### config.mk
export PLATFORM = sky130hd
export DESIGN_NAME = bounded_list_engine
export DESIGN_NICKNAME = d
export VERILOG_FILES = /design/src/sv/ble_pkg.sv /design/src/sv/ble_ram.sv /design/src/sv/ble_datapath.sv /design/src/sv/ble_ctrl.sv /design/src/sv/bounded_list_engine.sv
export SDC_FILE = /design/constraint.sdc
export NUM_CORES = 2
export LEC_CHECK = 0
export BUFFER_PORTS_ARGS = -buffer_cell sky130_fd_sc_hd__buf_2
export CAP_MARGIN = 5
export CORE_ASPECT_RATIO = 0.9
export CORE_MARGIN = 1.5
export CORE_UTILIZATION = 63
export DETAILED_ROUTE_END_ITERATION = 6
export PLACE_DENSITY_LB_ADDON = 0.3
export SLEW_MARGIN = 20
export SYNTH_ARGS = -nofsm -noshare
export SYNTH_HDL_FRONTEND = slang
export SYNTH_HIERARCHICAL = 1
export SYNTH_SLANG_ARGS = --single-unit
### constraint.sdc
create_clock -name clk_i -period 8.1 [get_ports clk_i]
set_input_delay 1.62 -clock clk_i [delete_from_list [all_inputs] [get_ports clk_i]]
set_output_delay 1.62 -clock clk_i [all_outputs]
set_load 0.05 [all_outputs]
### src/sv/ble_pkg.sv
// shared types, op codes and defaults for the bounded list engine
`timescale 1ns / 1ps

package ble_pkg;

  // default storage geometry
  localparam int unsigned DEPTH_DEF     = 64;
  localparam int unsigned ELEM_BITS_DEF = 32;

  // request op codes
  typedef enum logic [2:0] {
    OP_PUSH      = 3'd0,
    OP_POP       = 3'd1,
    OP_SET       = 3'd2,
    OP_GET       = 3'd3,
    OP_REMOVE    = 3'd4,
    OP_CLEAR     = 3'd5,
    OP_SEARCH    = 3'd6,
    OP_ZERO      = 3'd7
  } op_e;

  // controller states
  typedef enum logic [2:0] {
    ST_IDLE,
    ST_EXEC,
    ST_CAPT,
    ST_MOVE,
    ST_SCAN,
    ST_ZERO,
    ST_DONE
  } state_e;

  // commands from controller to datapath
  typedef struct packed {
    logic load_req;
    logic set_ok;
    logic push;
    logic set_wr;
    logic rd_idx;
    logic rd_front;
    logic cap_data;
    logic move_init;
    logic move_step;
    logic move_fin;
    logic clear_all;
    logic zero_init;
    logic zero_step;
    logic scan_init;
    logic scan_step;
    logic out_load;
  } ble_cmd_t;

  // status from datapath to controller
  typedef struct packed {
    op_e  op;
    logic push_ok;
    logic idx_ok;
    logic remove_ok;
    logic nonempty;
    logic move_done;
    logic zero_done;
    logic scan_done;
    logic out_free;
  } ble_sts_t;

endpackage

### src/sv/ble_ram.sv
// generic single write port, single read port ram with registered read
`timescale 1ns / 1ps

module ble_ram #(
  parameter int unsigned WIDTH = 32,
  parameter int unsigned DEPTH = 64
) (
  input  logic                     clk_i,
  input  logic                     we_i,
  input  logic [$clog2(DEPTH)-1:0] waddr_i,
  input  logic [WIDTH-1:0]         wdata_i,
  input  logic                     re_i,
  input  logic [$clog2(DEPTH)-1:0] raddr_i,
  output logic [WIDTH-1:0]         rd_data_o
);

  logic [WIDTH-1:0] mem_q [DEPTH];
  logic [WIDTH-1:0] rd_data_q;

  // write and registered read
  always_ff @(posedge clk_i) begin
    if (we_i) begin
      mem_q[waddr_i] <= wdata_i;
    end
    if (re_i) begin
      rd_data_q <= mem_q[raddr_i];
    end
  end

  assign rd_data_o = rd_data_q;

endmodule

### src/sv/ble_datapath.sv
// datapath: request registers, fill count, walk pointers, word store and result register
`timescale 1ns / 1ps

module ble_datapath #(
  parameter int unsigned DEPTH     = ble_pkg::DEPTH_DEF,
  parameter int unsigned ELEM_BITS = ble_pkg::ELEM_BITS_DEF
) (
  input  logic              clk_i,
  input  logic              rst_ni,
  input  logic              cfg_we_i,
  input  logic [6:0]        cfg_wdata_i,
  input  logic [2:0]        op_i,
  input  logic [5:0]        index_i,
  input  logic [6:0]        count_i,
  input  logic [31:0]       value_i,
  input  ble_pkg::ble_cmd_t cmd_i,
  output ble_pkg::ble_sts_t sts_o,
  output logic              out_valid_o,
  input  logic              out_ready_i,
  output logic              ok_o,
  output logic [31:0]       data_o,
  output logic [5:0]        where_o,
  output logic [6:0]        live_count_o
);

  localparam int unsigned ADDR_W = $clog2(DEPTH);
  localparam int unsigned FILL_W = $clog2(DEPTH + 1);
  localparam int unsigned CMP_W  = (FILL_W > 8) ? FILL_W : 8;
  localparam int unsigned WIDE_W = (ELEM_BITS > 32) ? ELEM_BITS : 32;

  // configuration and request registers
  logic [6:0]           max_q;
  ble_pkg::op_e         op_q;
  logic [5:0]           idx_q;
  logic [6:0]           cnt_q;
  logic [ELEM_BITS-1:0] key_q;
  logic [WIDE_W-1:0]    val_wide;

  // list state and walk pointers
  logic [FILL_W-1:0]    fill_q, fill_d;
  logic [CMP_W-1:0]     ptr_q, ptr_d;
  logic [ADDR_W-1:0]    dst_q, dst_d;
  logic                 pend_q, pend_d;
  logic [ADDR_W-1:0]    pend_addr_q, pend_addr_d;
  logic [6:0]           n_q, n_d;
  logic [CMP_W-1:0]     start_x;

  // result and output registers
  logic                 res_ok_q, res_ok_d;
  logic [31:0]          res_data_q, res_data_d;
  logic [5:0]           res_where_q, res_where_d;
  logic                 out_valid_q;
  logic                 out_ok_q;
  logic [31:0]          out_data_q;
  logic [5:0]           out_where_q;
  logic [6:0]           out_live_q;

  // ram ports
  logic                 ram_we, ram_re;
  logic [ADDR_W-1:0]    ram_waddr, ram_raddr;
  logic [ELEM_BITS-1:0] ram_wdata, ram_rdata;
  logic [WIDE_W-1:0]    rd_wide;

  // widened views for compares
  logic [CMP_W-1:0]     fill_x, idx_x, cnt_x, max_x, end_x, depth_x, pend_x;
  logic                 rd_more, scan_hit;

  assign val_wide = WIDE_W'(value_i);
  assign rd_wide  = WIDE_W'(ram_rdata);
  assign fill_x   = CMP_W'(fill_q);
  assign idx_x    = CMP_W'(idx_q);
  assign cnt_x    = CMP_W'(cnt_q);
  assign max_x    = CMP_W'(max_q);
  assign end_x    = idx_x + cnt_x;
  assign depth_x  = CMP_W'(DEPTH);
  assign pend_x   = CMP_W'(pend_addr_q);
  assign rd_more  = ptr_q < fill_x;
  assign scan_hit = pend_q && (ram_rdata == key_q);

  // status to controller
  always_comb begin
    sts_o.op        = op_q;
    sts_o.push_ok   = (fill_x < depth_x) && !((max_q != '0) && (fill_x >= max_x));
    sts_o.idx_ok    = idx_x < fill_x;
    sts_o.remove_ok = (cnt_q != '0) && (end_x <= fill_x);
    sts_o.nonempty  = fill_q != '0;
    sts_o.move_done = !pend_q && !rd_more;
    sts_o.zero_done = !rd_more;
    sts_o.scan_done = scan_hit || (!pend_q && !rd_more);
    sts_o.out_free  = !out_valid_q || out_ready_i;
  end

  // store access steering
  always_comb begin
    ram_we    = 1'b0;
    ram_waddr = '0;
    ram_wdata = '0;
    ram_re    = 1'b0;
    ram_raddr = '0;
    if (cmd_i.push) begin
      ram_we    = 1'b1;
      ram_waddr = fill_x[ADDR_W-1:0];
      ram_wdata = key_q;
    end
    if (cmd_i.set_wr) begin
      ram_we    = 1'b1;
      ram_waddr = idx_x[ADDR_W-1:0];
      ram_wdata = key_q;
    end
    if (cmd_i.zero_step) begin
      ram_we    = 1'b1;
      ram_waddr = ptr_q[ADDR_W-1:0];
    end
    if (cmd_i.move_step && pend_q) begin
      ram_we    = 1'b1;
      ram_waddr = pend_addr_q;
      ram_wdata = ram_rdata;
    end
    if ((cmd_i.move_step || cmd_i.scan_step) && rd_more) begin
      ram_re    = 1'b1;
      ram_raddr = ptr_q[ADDR_W-1:0];
    end
    if (cmd_i.rd_idx) begin
      ram_re    = 1'b1;
      ram_raddr = idx_x[ADDR_W-1:0];
    end
    if (cmd_i.rd_front) begin
      ram_re    = 1'b1;
      ram_raddr = '0;
    end
  end

  // walk pointer and fill updates
  always_comb begin
    fill_d      = fill_q;
    ptr_d       = ptr_q;
    dst_d       = dst_q;
    pend_d      = pend_q;
    pend_addr_d = pend_addr_q;
    n_d         = n_q;
    start_x     = (op_q == ble_pkg::OP_POP) ? '0 : idx_x;
    if (cmd_i.push) begin
      fill_d = fill_q + FILL_W'(1);
    end
    if (cmd_i.clear_all) begin
      fill_d = '0;
    end
    if (cmd_i.move_fin) begin
      fill_d = fill_q - FILL_W'(n_q);
    end
    if (cmd_i.move_init) begin
      n_d    = (op_q == ble_pkg::OP_POP) ? 7'd1 : cnt_q;
      ptr_d  = start_x + CMP_W'(n_d);
      dst_d  = start_x[ADDR_W-1:0];
      pend_d = 1'b0;
    end
    if (cmd_i.move_step) begin
      pend_d      = rd_more;
      pend_addr_d = dst_q;
      if (rd_more) begin
        ptr_d = ptr_q + CMP_W'(1);
        dst_d = dst_q + ADDR_W'(1);
      end
    end
    if (cmd_i.scan_init) begin
      ptr_d  = idx_x;
      pend_d = 1'b0;
    end
    if (cmd_i.scan_step) begin
      pend_d      = rd_more;
      pend_addr_d = ptr_q[ADDR_W-1:0];
      if (rd_more) begin
        ptr_d = ptr_q + CMP_W'(1);
      end
    end
    if (cmd_i.zero_init) begin
      ptr_d = '0;
    end
    if (cmd_i.zero_step) begin
      ptr_d = ptr_q + CMP_W'(1);
    end
  end

  // result fields
  always_comb begin
    res_ok_d    = res_ok_q;
    res_data_d  = res_data_q;
    res_where_d = res_where_q;
    if (cmd_i.load_req) begin
      res_ok_d    = 1'b0;
      res_data_d  = '0;
      res_where_d = '0;
    end
    if (cmd_i.set_ok) begin
      res_ok_d = 1'b1;
    end
    if (cmd_i.push) begin
      res_where_d = fill_x[5:0];
    end
    if (cmd_i.cap_data) begin
      res_data_d = rd_wide[31:0];
    end
    if (cmd_i.scan_step && scan_hit) begin
      res_ok_d    = 1'b1;
      res_where_d = pend_x[5:0];
    end
  end

  // control state registers
  always_ff @(posedge clk_i or negedge rst_ni) begin
    if (!rst_ni) begin
      max_q       <= '0;
      fill_q      <= '0;
      pend_q      <= 1'b0;
      out_valid_q <= 1'b0;
    end else begin
      if (cfg_we_i) begin
        max_q <= cfg_wdata_i;
      end
      fill_q <= fill_d;
      pend_q <= pend_d;
      if (cmd_i.out_load) begin
        out_valid_q <= 1'b1;
      end else if (out_ready_i) begin
        out_valid_q <= 1'b0;
      end
    end
  end

  // payload registers
  always_ff @(posedge clk_i) begin
    if (cmd_i.load_req) begin
      op_q  <= ble_pkg::op_e'(op_i);
      idx_q <= index_i;
      cnt_q <= count_i;
      key_q <= val_wide[ELEM_BITS-1:0];
    end
    ptr_q       <= ptr_d;
    dst_q       <= dst_d;
    pend_addr_q <= pend_addr_d;
    n_q         <= n_d;
    res_ok_q    <= res_ok_d;
    res_data_q  <= res_data_d;
    res_where_q <= res_where_d;
    if (cmd_i.out_load) begin
      out_ok_q    <= res_ok_q;
      out_data_q  <= res_data_q;
      out_where_q <= res_where_q;
      out_live_q  <= fill_x[6:0];
    end
  end

  ble_ram #(
    .WIDTH (ELEM_BITS),
    .DEPTH (DEPTH)
  ) u_store (
    .clk_i     (clk_i),
    .we_i      (ram_we),
    .waddr_i   (ram_waddr),
    .wdata_i   (ram_wdata),
    .re_i      (ram_re),
    .raddr_i   (ram_raddr),
    .rd_data_o (ram_rdata)
  );

  assign out_valid_o  = out_valid_q;
  assign ok_o         = out_ok_q;
  assign data_o       = out_data_q;
  assign where_o      = out_where_q;
  assign live_count_o = out_live_q;

  // an append grows the list by exactly one
  a_push_grows: assert property (@(posedge clk_i) disable iff (!rst_ni)
    cmd_i.push |=> fill_q == ($past(fill_q) + FILL_W'(1)))
    else $error("append did not grow fill by one");

  // during compaction the write always trails the read
  a_move_order: assert property (@(posedge clk_i) disable iff (!rst_ni)
    (cmd_i.move_step && pend_q && rd_more) |-> (pend_x < ptr_q))
    else $error("compaction write overtook its read");

  // the list never holds more words than the store
  a_fill_bound: assert property (@(posedge clk_i) disable iff (!rst_ni)
    fill_x <= depth_x)
    else $error("fill exceeds store depth");

endmodule

### src/sv/ble_ctrl.sv
// controller: sequences each request through the datapath
`timescale 1ns / 1ps

module ble_ctrl (
  input  logic              clk_i,
  input  logic              rst_ni,
  input  logic              in_valid_i,
  output logic              in_ready_o,
  input  ble_pkg::ble_sts_t sts_i,
  output ble_pkg::ble_cmd_t cmd_o
);

  ble_pkg::state_e state_q, state_d;

  // next state
  always_comb begin
    state_d = state_q;
    unique case (state_q)
      ble_pkg::ST_IDLE: begin
        if (in_valid_i) begin
          state_d = ble_pkg::ST_EXEC;
        end
      end
      ble_pkg::ST_EXEC: begin
        unique case (sts_i.op)
          ble_pkg::OP_POP: begin
            state_d = sts_i.nonempty ? ble_pkg::ST_CAPT : ble_pkg::ST_DONE;
          end
          ble_pkg::OP_GET: begin
            state_d = sts_i.idx_ok ? ble_pkg::ST_CAPT : ble_pkg::ST_DONE;
          end
          ble_pkg::OP_REMOVE: begin
            state_d = sts_i.remove_ok ? ble_pkg::ST_MOVE : ble_pkg::ST_DONE;
          end
          ble_pkg::OP_SEARCH: begin
            state_d = ble_pkg::ST_SCAN;
          end
          ble_pkg::OP_ZERO: begin
            state_d = sts_i.nonempty ? ble_pkg::ST_ZERO : ble_pkg::ST_DONE;
          end
          default: begin
            state_d = ble_pkg::ST_DONE;
          end
        endcase
      end
      ble_pkg::ST_CAPT: begin
        state_d = (sts_i.op == ble_pkg::OP_POP) ? ble_pkg::ST_MOVE : ble_pkg::ST_DONE;
      end
      ble_pkg::ST_MOVE: begin
        if (sts_i.move_done) begin
          state_d = ble_pkg::ST_DONE;
        end
      end
      ble_pkg::ST_SCAN: begin
        if (sts_i.scan_done) begin
          state_d = ble_pkg::ST_DONE;
        end
      end
      ble_pkg::ST_ZERO: begin
        if (sts_i.zero_done) begin
          state_d = ble_pkg::ST_DONE;
        end
      end
      ble_pkg::ST_DONE: begin
        if (sts_i.out_free) begin
          state_d = ble_pkg::ST_IDLE;
        end
      end
      default: begin
        state_d = ble_pkg::ST_IDLE;
      end
    endcase
  end

  // datapath commands
  always_comb begin
    cmd_o      = '0;
    in_ready_o = 1'b0;
    unique case (state_q)
      ble_pkg::ST_IDLE: begin
        in_ready_o     = 1'b1;
        cmd_o.load_req = in_valid_i;
      end
      ble_pkg::ST_EXEC: begin
        unique case (sts_i.op)
          ble_pkg::OP_PUSH: begin
            cmd_o.push   = sts_i.push_ok;
            cmd_o.set_ok = sts_i.push_ok;
          end
          ble_pkg::OP_POP: begin
            cmd_o.rd_front  = sts_i.nonempty;
            cmd_o.move_init = sts_i.nonempty;
            cmd_o.set_ok    = sts_i.nonempty;
          end
          ble_pkg::OP_SET: begin
            cmd_o.set_wr = sts_i.idx_ok;
            cmd_o.set_ok = sts_i.idx_ok;
          end
          ble_pkg::OP_GET: begin
            cmd_o.rd_idx = sts_i.idx_ok;
            cmd_o.set_ok = sts_i.idx_ok;
          end
          ble_pkg::OP_REMOVE: begin
            cmd_o.move_init = sts_i.remove_ok;
            cmd_o.set_ok    = sts_i.remove_ok;
          end
          ble_pkg::OP_CLEAR: begin
            cmd_o.clear_all = sts_i.nonempty;
            cmd_o.set_ok    = sts_i.nonempty;
          end
          ble_pkg::OP_SEARCH: begin
            cmd_o.scan_init = 1'b1;
          end
          ble_pkg::OP_ZERO: begin
            cmd_o.zero_init = sts_i.nonempty;
            cmd_o.set_ok    = sts_i.nonempty;
          end
          default: begin
            cmd_o.set_ok = 1'b0;
          end
        endcase
      end
      ble_pkg::ST_CAPT: begin
        cmd_o.cap_data = 1'b1;
      end
      ble_pkg::ST_MOVE: begin
        cmd_o.move_step = 1'b1;
        cmd_o.move_fin  = sts_i.move_done;
      end
      ble_pkg::ST_SCAN: begin
        cmd_o.scan_step = 1'b1;
      end
      ble_pkg::ST_ZERO: begin
        cmd_o.zero_step = !sts_i.zero_done;
      end
      ble_pkg::ST_DONE: begin
        cmd_o.out_load = sts_i.out_free;
      end
      default: begin
        cmd_o.load_req = 1'b0;
      end
    endcase
  end

  // state register
  always_ff @(posedge clk_i or negedge rst_ni) begin
    if (!rst_ni) begin
      state_q <= ble_pkg::ST_IDLE;
    end else begin
      state_q <= state_d;
    end
  end

  // a result is only loaded into a free output register
  a_load_free: assert property (@(posedge clk_i) disable iff (!rst_ni)
    cmd_o.out_load |-> sts_i.out_free)
    else $error("result loaded over a pending one");

  // an accepted request always starts execution next cycle
  a_accept_exec: assert property (@(posedge clk_i) disable iff (!rst_ni)
    (state_q == ble_pkg::ST_IDLE && in_valid_i) |=> (state_q == ble_pkg::ST_EXEC))
    else $error("accepted request did not enter execution");

  // a finished compaction goes straight to the result
  a_move_exit: assert property (@(posedge clk_i) disable iff (!rst_ni)
    (state_q == ble_pkg::ST_MOVE && sts_i.move_done) |=> (state_q == ble_pkg::ST_DONE))
    else $error("compaction did not finish");

endmodule

### src/sv/bounded_list_engine.sv
// top level of the bounded list engine
`timescale 1ns / 1ps

// Packed list of ELEM_BITS-wide words in a DEPTH-entry store, one request at a time and
// one result per request. Pop moves the words above the front word down by one and
// remove_range moves the words above the removed range down, zero_all clears every live
// word, and search examines the words from the start index up to the first match or the
// end of the list. These walks use the store's single read port and single write port,
// which move, compare or clear one word per cycle. A new request is taken while the
// previous result still waits in the output register. The store needs no clearing pass
// after reset: only live words, which were all written, are ever read. max_count is
// written through cfg_we_i and should only change while no request is in flight.

module bounded_list_engine #(
  parameter int unsigned DEPTH     = ble_pkg::DEPTH_DEF,
  parameter int unsigned ELEM_BITS = ble_pkg::ELEM_BITS_DEF
) (
  input  logic        clk_i,
  input  logic        rst_ni,
  input  logic        cfg_we_i,
  input  logic [6:0]  cfg_wdata_i,
  input  logic        in_valid_i,
  output logic        in_ready_o,
  input  logic [2:0]  op_i,
  input  logic [5:0]  index_i,
  input  logic [6:0]  count_i,
  input  logic [31:0] value_i,
  output logic        out_valid_o,
  input  logic        out_ready_i,
  output logic        ok_o,
  output logic [31:0] data_o,
  output logic [5:0]  where_o,
  output logic [6:0]  live_count_o
);

  ble_pkg::ble_cmd_t cmd;
  ble_pkg::ble_sts_t sts;

  // request sequencer
  ble_ctrl u_ctrl (
    .clk_i      (clk_i),
    .rst_ni     (rst_ni),
    .in_valid_i (in_valid_i),
    .in_ready_o (in_ready_o),
    .sts_i      (sts),
    .cmd_o      (cmd)
  );

  // storage and result path
  ble_datapath #(
    .DEPTH     (DEPTH),
    .ELEM_BITS (ELEM_BITS)
  ) u_datapath (
    .clk_i        (clk_i),
    .rst_ni       (rst_ni),
    .cfg_we_i     (cfg_we_i),
    .cfg_wdata_i  (cfg_wdata_i),
    .op_i         (op_i),
    .index_i      (index_i),
    .count_i      (count_i),
    .value_i      (value_i),
    .cmd_i        (cmd),
    .sts_o        (sts),
    .out_valid_o  (out_valid_o),
    .out_ready_i  (out_ready_i),
    .ok_o         (ok_o),
    .data_o       (data_o),
    .where_o      (where_o),
    .live_count_o (live_count_o)
  );

endmodule
; ---- After elaboration in Yosys (flattened, before gate mapping)
; Memory sizes are Yosys's and may differ from the RTL's. A register that Yosys moved wholly into a read port is not among the register bits.
; Cells that the tools add are included.
[op_classes]
n_eq_ne = 19
n_addsub = 6
n_reduce_logical = 30
n_mux = 80
magnitude_cmp = 5
[ops]
columns = operator, count
row1 = 32-bit two-way mux, 5
row2 = 6-bit two-way mux, 16
row3 = 8-bit two-way mux, 8
row4 = 32-bit equality test, 1
row5 = 1-bit two-way mux, 30
row6 = 7-bit two-way mux, 4
row7 = 3-bit two-way mux, 9
row8 = 3-bit equality test (second input constant), 7
row9 = 3-bit case mux with 7 select lines, 1
row10 = 7-bit nonzero test, 3
row11 = 3-bit case mux with 5 select lines, 1
row12 = 3-bit by 2-bit equality test with 1-bit output (second input constant), 4
row13 = 6-bit by 7-bit adder with 8-bit output, 1
row14 = 8-bit by 1-bit adder with 8-bit output (second input constant), 1
row15 = 8-bit by 7-bit adder with 8-bit output, 1
row16 = 8-bit by 7-bit less-or-equal comparator with 1-bit output, 1
row17 = 1-bit logical AND, 8
row18 = 8-bit by 7-bit < comparator with 1-bit output, 1
row19 = 7-bit by 1-bit adder with 7-bit output (second input constant), 1
row20 = 7-bit greater-or-equal comparator, 1
row21 = 6-bit by 7-bit < comparator with 1-bit output, 1
row22 = 7-bit < comparator (second input constant), 1
row23 = 7-bit subtractor, 1
row24 = 6-bit by 1-bit adder with 6-bit output (second input constant), 1
row25 = other kinds (16), 32
[word_totals]
input_bits = 60
word_cells = 161
output_inout_bits = 48
regBits = 179
ram_bits = 2048
n_memories = 1
[mem_list]
columns = name, words, word_bits, rd, rd_ports_with_merged_regs, write_ports, line
row1 = u_datapath.u_store.mem_q, 64, 32, 1, 1, 1, ble_ram.sv:17  ; logic [WIDTH-1:0] mem_q [DEPTH];

; ---- Depth between registers and ports, before layout
[logic_depth]
ltp_word = 13
mapped_depth = 24
ltp_nobuf = 19

; ---- Cells and area by module
; Netlist, hierarchy kept.
[modules_own_cells]
columns = module, n_inst, seq_area_each_um2, area_each_um2, cells_each
row1 = ble_ram, 1, 62459.9, 78835.6, 3324
row2 = ble_datapath, 1, 5054.8, 8868.5, 731
row3 = ble_ctrl, 1, 75.1, 455.4, 66

; ---- Worst setup path after synthesis
; No wires, ideal clock.
[synth_timing]
kind = register -> register
startpoint = register u_datapath.fill_q[0]
endpoint = memory u_datapath.u_store.mem_q[49][0], enable pin
period_less_slack_ns = 5.956
path_buffers = 2
required_ns = 7.639
setup_slack_ns = 2.144
arrival_time_ns = 5.495
stages_incl_launch_ff = 21
path_cell_list = dfrtp_1 > inv_1 > ha_1 > nand2b_1 > a21oi_1 > nor2b_1 > o21ai_0 > a21oi_1 > o41ai_1 > nand2b_1 > nor4_1 > buf_1 > nand2_1 > nor2_1 > a21oi_1 > nor2_1 > a21oi_1 > o21ai_0 > clkbuf_1 > nand4_1 > nor3_1
[synth_rtl]
columns = element, line
row1 = from (decl), ble_datapath.sv:40  ; logic [FILL_W-1:0] fill_q, fill_d;
row2 = from (signal assigned), ble_datapath.sv:220  ; fill_q <= fill_d;
row3 = to (decl), ble_ram.sv:17

==> flow_summary.ini <==
[power]
p_total_mw = 33.02
p_sw_share_pct = 31.69
combinationalPowerShare_pct = 28.0
pwr_density_cell_nw_per_um2 = 334.2
p_clk_share_pct = 28.8
power.internal_mw = 22.56
p_switching_mw = 10.47
vdd_drop_max_uv = 218.2
leakage_nw = 31.81
p_seq_share_pct = 43.2

[detailed_routing]
wl_per_cell_um = 36.29
vias = 45568
wl_mm = 232.8
avgViaCountPerCell = 7.103
ant_nets = 0
firstDrtPassIters = 7
drc = 26
drtIter0Drc = 7759

[global_routing]
grt_pass1_vias = 45065
gr-total-overflow = 0
track_usage_pct = 33.29
antenna_found_initial = 7
grt_pass1_wl_mm = 329.4
grt_max_degree = 97

[cts]
cts_sinks = 2259
clockBufferDepth = 3
htree_levels = 4
cts_root_buf = clkbuf_16
path_clk_slew_ns = 0.06
cts_setup_buffers = 0
postCtsHoldBufs = 0
cts_tree = done
ctsResizeCount = 0
clkLatencyLatePin_ns = 0.84
cts_buffers = 210

[sta]
hold_violations = 0
period_share_pct = 81.02
fmaxAchievable_mhz = 152.4
finalSetupViolCount = 0
relSlewSlack_pct = 19.70
max_slew.worst_pin.slew_ns = 1.205
fin_tns_setup_ns = 0
period_minus_slack_ns = 6.562
setup_slack_ns = 1.538
drv_slew = 0
grt_setup_unrepaired = no
fin_skew_ns = 0.04269

[min_path]
hold_depth = 0
min_path_type = reg -> reg

[finish]
multi_input_area_um2 = 19960
num-fill-cells = 7758
final-seq-area_um2 = 67590
synthToLayoutAreaGrowth_pct = 12.07
layout.nets = 4504
drive_gt1_share_pct = 27.20

[setup_path]
cp-start-kind = register
endpoint_kind = register
worstPathMaxFanout = 40
crit_type = reg -> reg
crit_required_ns = 8.64
rr_worst_depth = 19
worst_ep_arrival_time_ns = 7.10

[floorplanning]
core_area_um2 = 139200
initial_core_util_pct = 63.32
rows = 130
die-area_um2 = 142200
die_width_um = 397.3
io_pins = 108
fp.dieH_um = 357.9

[yosys]
yosys_warnings = 6
synth-seq-cells = 2259
netlist_area_um2 = 88160
seq_area_frac_synth_pct = 76.67
syn-num-nets = 4231
async_flop_share_pct = 0.8411
synthCells = 4121
avgSynthCellArea_um2 = 21.39
synthTopCellsByArea = edfxtp_1, mux4_2, mux2i_1
synthFlopType = edfxtp_1
ys_types = 78
yosysTopAreaCell = edfxtp_1
synth_top_cell_area_share_pct = 75.79
synth_edf_count = 2225

[outcome]
outcome = finished, violations left
violations = design-rule violations

[placed_design]
place_ws_ns = 1.698
hpwl_mm = 132.4
portBuffers = 107
gp_congestion = 0.8792

[flow_run]
cap_violations = 0
layout make-up:
| cell class | instances | area share, % |
|---|---|---|
| sequential | 2259 | 68.41 |
| multi-input combinational | 1599 | 20.20 |
| clock buffer | 271 | 5.615 |
| tap | 1848 | 2.340 |
| timing repair buffer | 272 | 2.241 |
| clock inverter | 110 | 0.9827 |
| inverter | 52 | 0.1976 |
| antenna | 4 | 0.01013 |
path summary, 6_finish.rpt:
| check | startpoint | endpoint | slack [ns] |
|---|---|---|---|
| worst max-delay path | u_datapath/fill_q[1] | u_datapath/u_store/rd_data_o[31] | 1.54 |
| min in group asynchronous | rst_ni | u_datapath/pend_q | 0.76 |
| worst min register to register | u_datapath/res_data_q[26] | u_datapath/data_o[26] | 0.41 |
| max in group asynchronous | rst_ni | u_datapath/out_valid_o | 7.01 |
| worst min-delay path | u_datapath/res_data_q[26] | u_datapath/data_o[26] | 0.41 |
| worst max register to register | u_datapath/fill_q[1] | u_datapath/u_store/rd_data_o[31] | 1.54 |
placed cells by master (no fill, tap or decap), types with 47 or more instances in the layout:
| cell type | instances |
|---|---|
| a21oi_1 | 104 |
| and2_1 | 48 |
| buf_2 | 107 |
| buf_4 | 136 |
| clkbuf_1 | 58 |
| clkbuf_16 | 213 |
| edfxtp_1 | 2225 |
| ha_1 | 47 |
| inv_1 | 51 |
| mux2i_1 | 109 |
| mux4_2 | 544 |
| nand2_1 | 67 |
| nor2_1 | 116 |
| nor2_4 | 66 |
| o22ai_1 | 91 |
layer usage:
metal  vias up  global-route usage, %  share of wire, %
met5         -                      0             0.043
met4        10                  11.40               3.7
met3       502                  10.88                16
met2      3750                  50.07                46
met1     23524                  46.82                35
li1      17782                      -                 -
power by group through the flow:
stage | registers [mW] | logic [mW] | clock network (mW)
2_1_floorplan | 14.3 | 5.91 | 0
3_3_place_gp | 14.4 | 8.78 | 0
3_5_place_dp | 14.4 | 8.92 | 0
4_1_cts | 14.2 | 9.09 | 9.57
5_1_grt | 14.3 | 9.65 | 9.99
6_report | 14.3 | 9.25 | 9.51
state kept, by name, indices dropped and copies added (netlist names), 8 cells and up:
name / flops
u_datapath/res_data_q: 32
u_datapath/u_store/rd_data_o: 32
u_datapath/ptr_q: 8
u_datapath/u_store/mem_q: 2048
u_datapath/data_o: 32
u_datapath/key_q: 32
synthesized netlist by cell type, types with 16 or more instances:
cell type and count:
clkbuf_1 93, o21ai_0 33, a22o_1 32, nor3_1 23, mux2i_1 109, xor2_1 21
a22oi_1 18, edfxtp_1 2225, buf_2 60, nand2b_1 16, ha_1 47, mux4_2 544
dfrtp_1 19, buf_1 25, o22ai_1 91, xnor2_1 32, o221ai_1 28, buf_4 27
inv_1 51, nor2_1 184, nand3_1 18, and2_1 50, nand2_1 67, nor2b_1 28
a21oi_1 104
critical path, stage by stage, from the launching register on:
cell and delay [ns]:
dfrtp_1 0.45, inv_1 0.25, ha_1 0.29, a21o_1 0.16, a21oi_1 0.15, nor2b_1 0.06, o21ai_0 0.16, a211o_1 0.17
nor2b_1 0.19, nand2_1 0.09, nor3_1 0.74, a22oi_1 0.28, nor2_4 0.67, buf_12 0.40, buf_12 0.30, mux4_2 0.53
mux2i_1 0.37, a21oi_1 0.17, a21oi_1 0.65, nor2_1 0.10
per-stage QoR:
stage / hold slack [ns] / utilization, % / instance area, um^2 / instances
floorplan: 0.4003 / - / 88160 / 4121
global placement: 0.4023 / 65.98 / 91870 / 6014
detailed placement: 0.4045 / 66.26 / 92250 / 6029
CTS: 0.4189 / 70.94 / 98770 / 6410
global route: 0.4207 / 70.95 / 98790 / 6411
finish: 0.4118 / 70.96 / 98800 / 6415
cell families after synthesis:
logic type,Yosys count,share of synthesized area (%)
AOI/OAI and AO/OA,385,2.958
xor gates and xnor gates,53,0.5265
adders and majority gates,50,0.7352
buffers and inverters,263,1.371
DFF,2259,76.67
muxes,661,15.25
and+or+nand+nor,450,2.496
No activity file was read; power rests on OpenSTA's default activity.
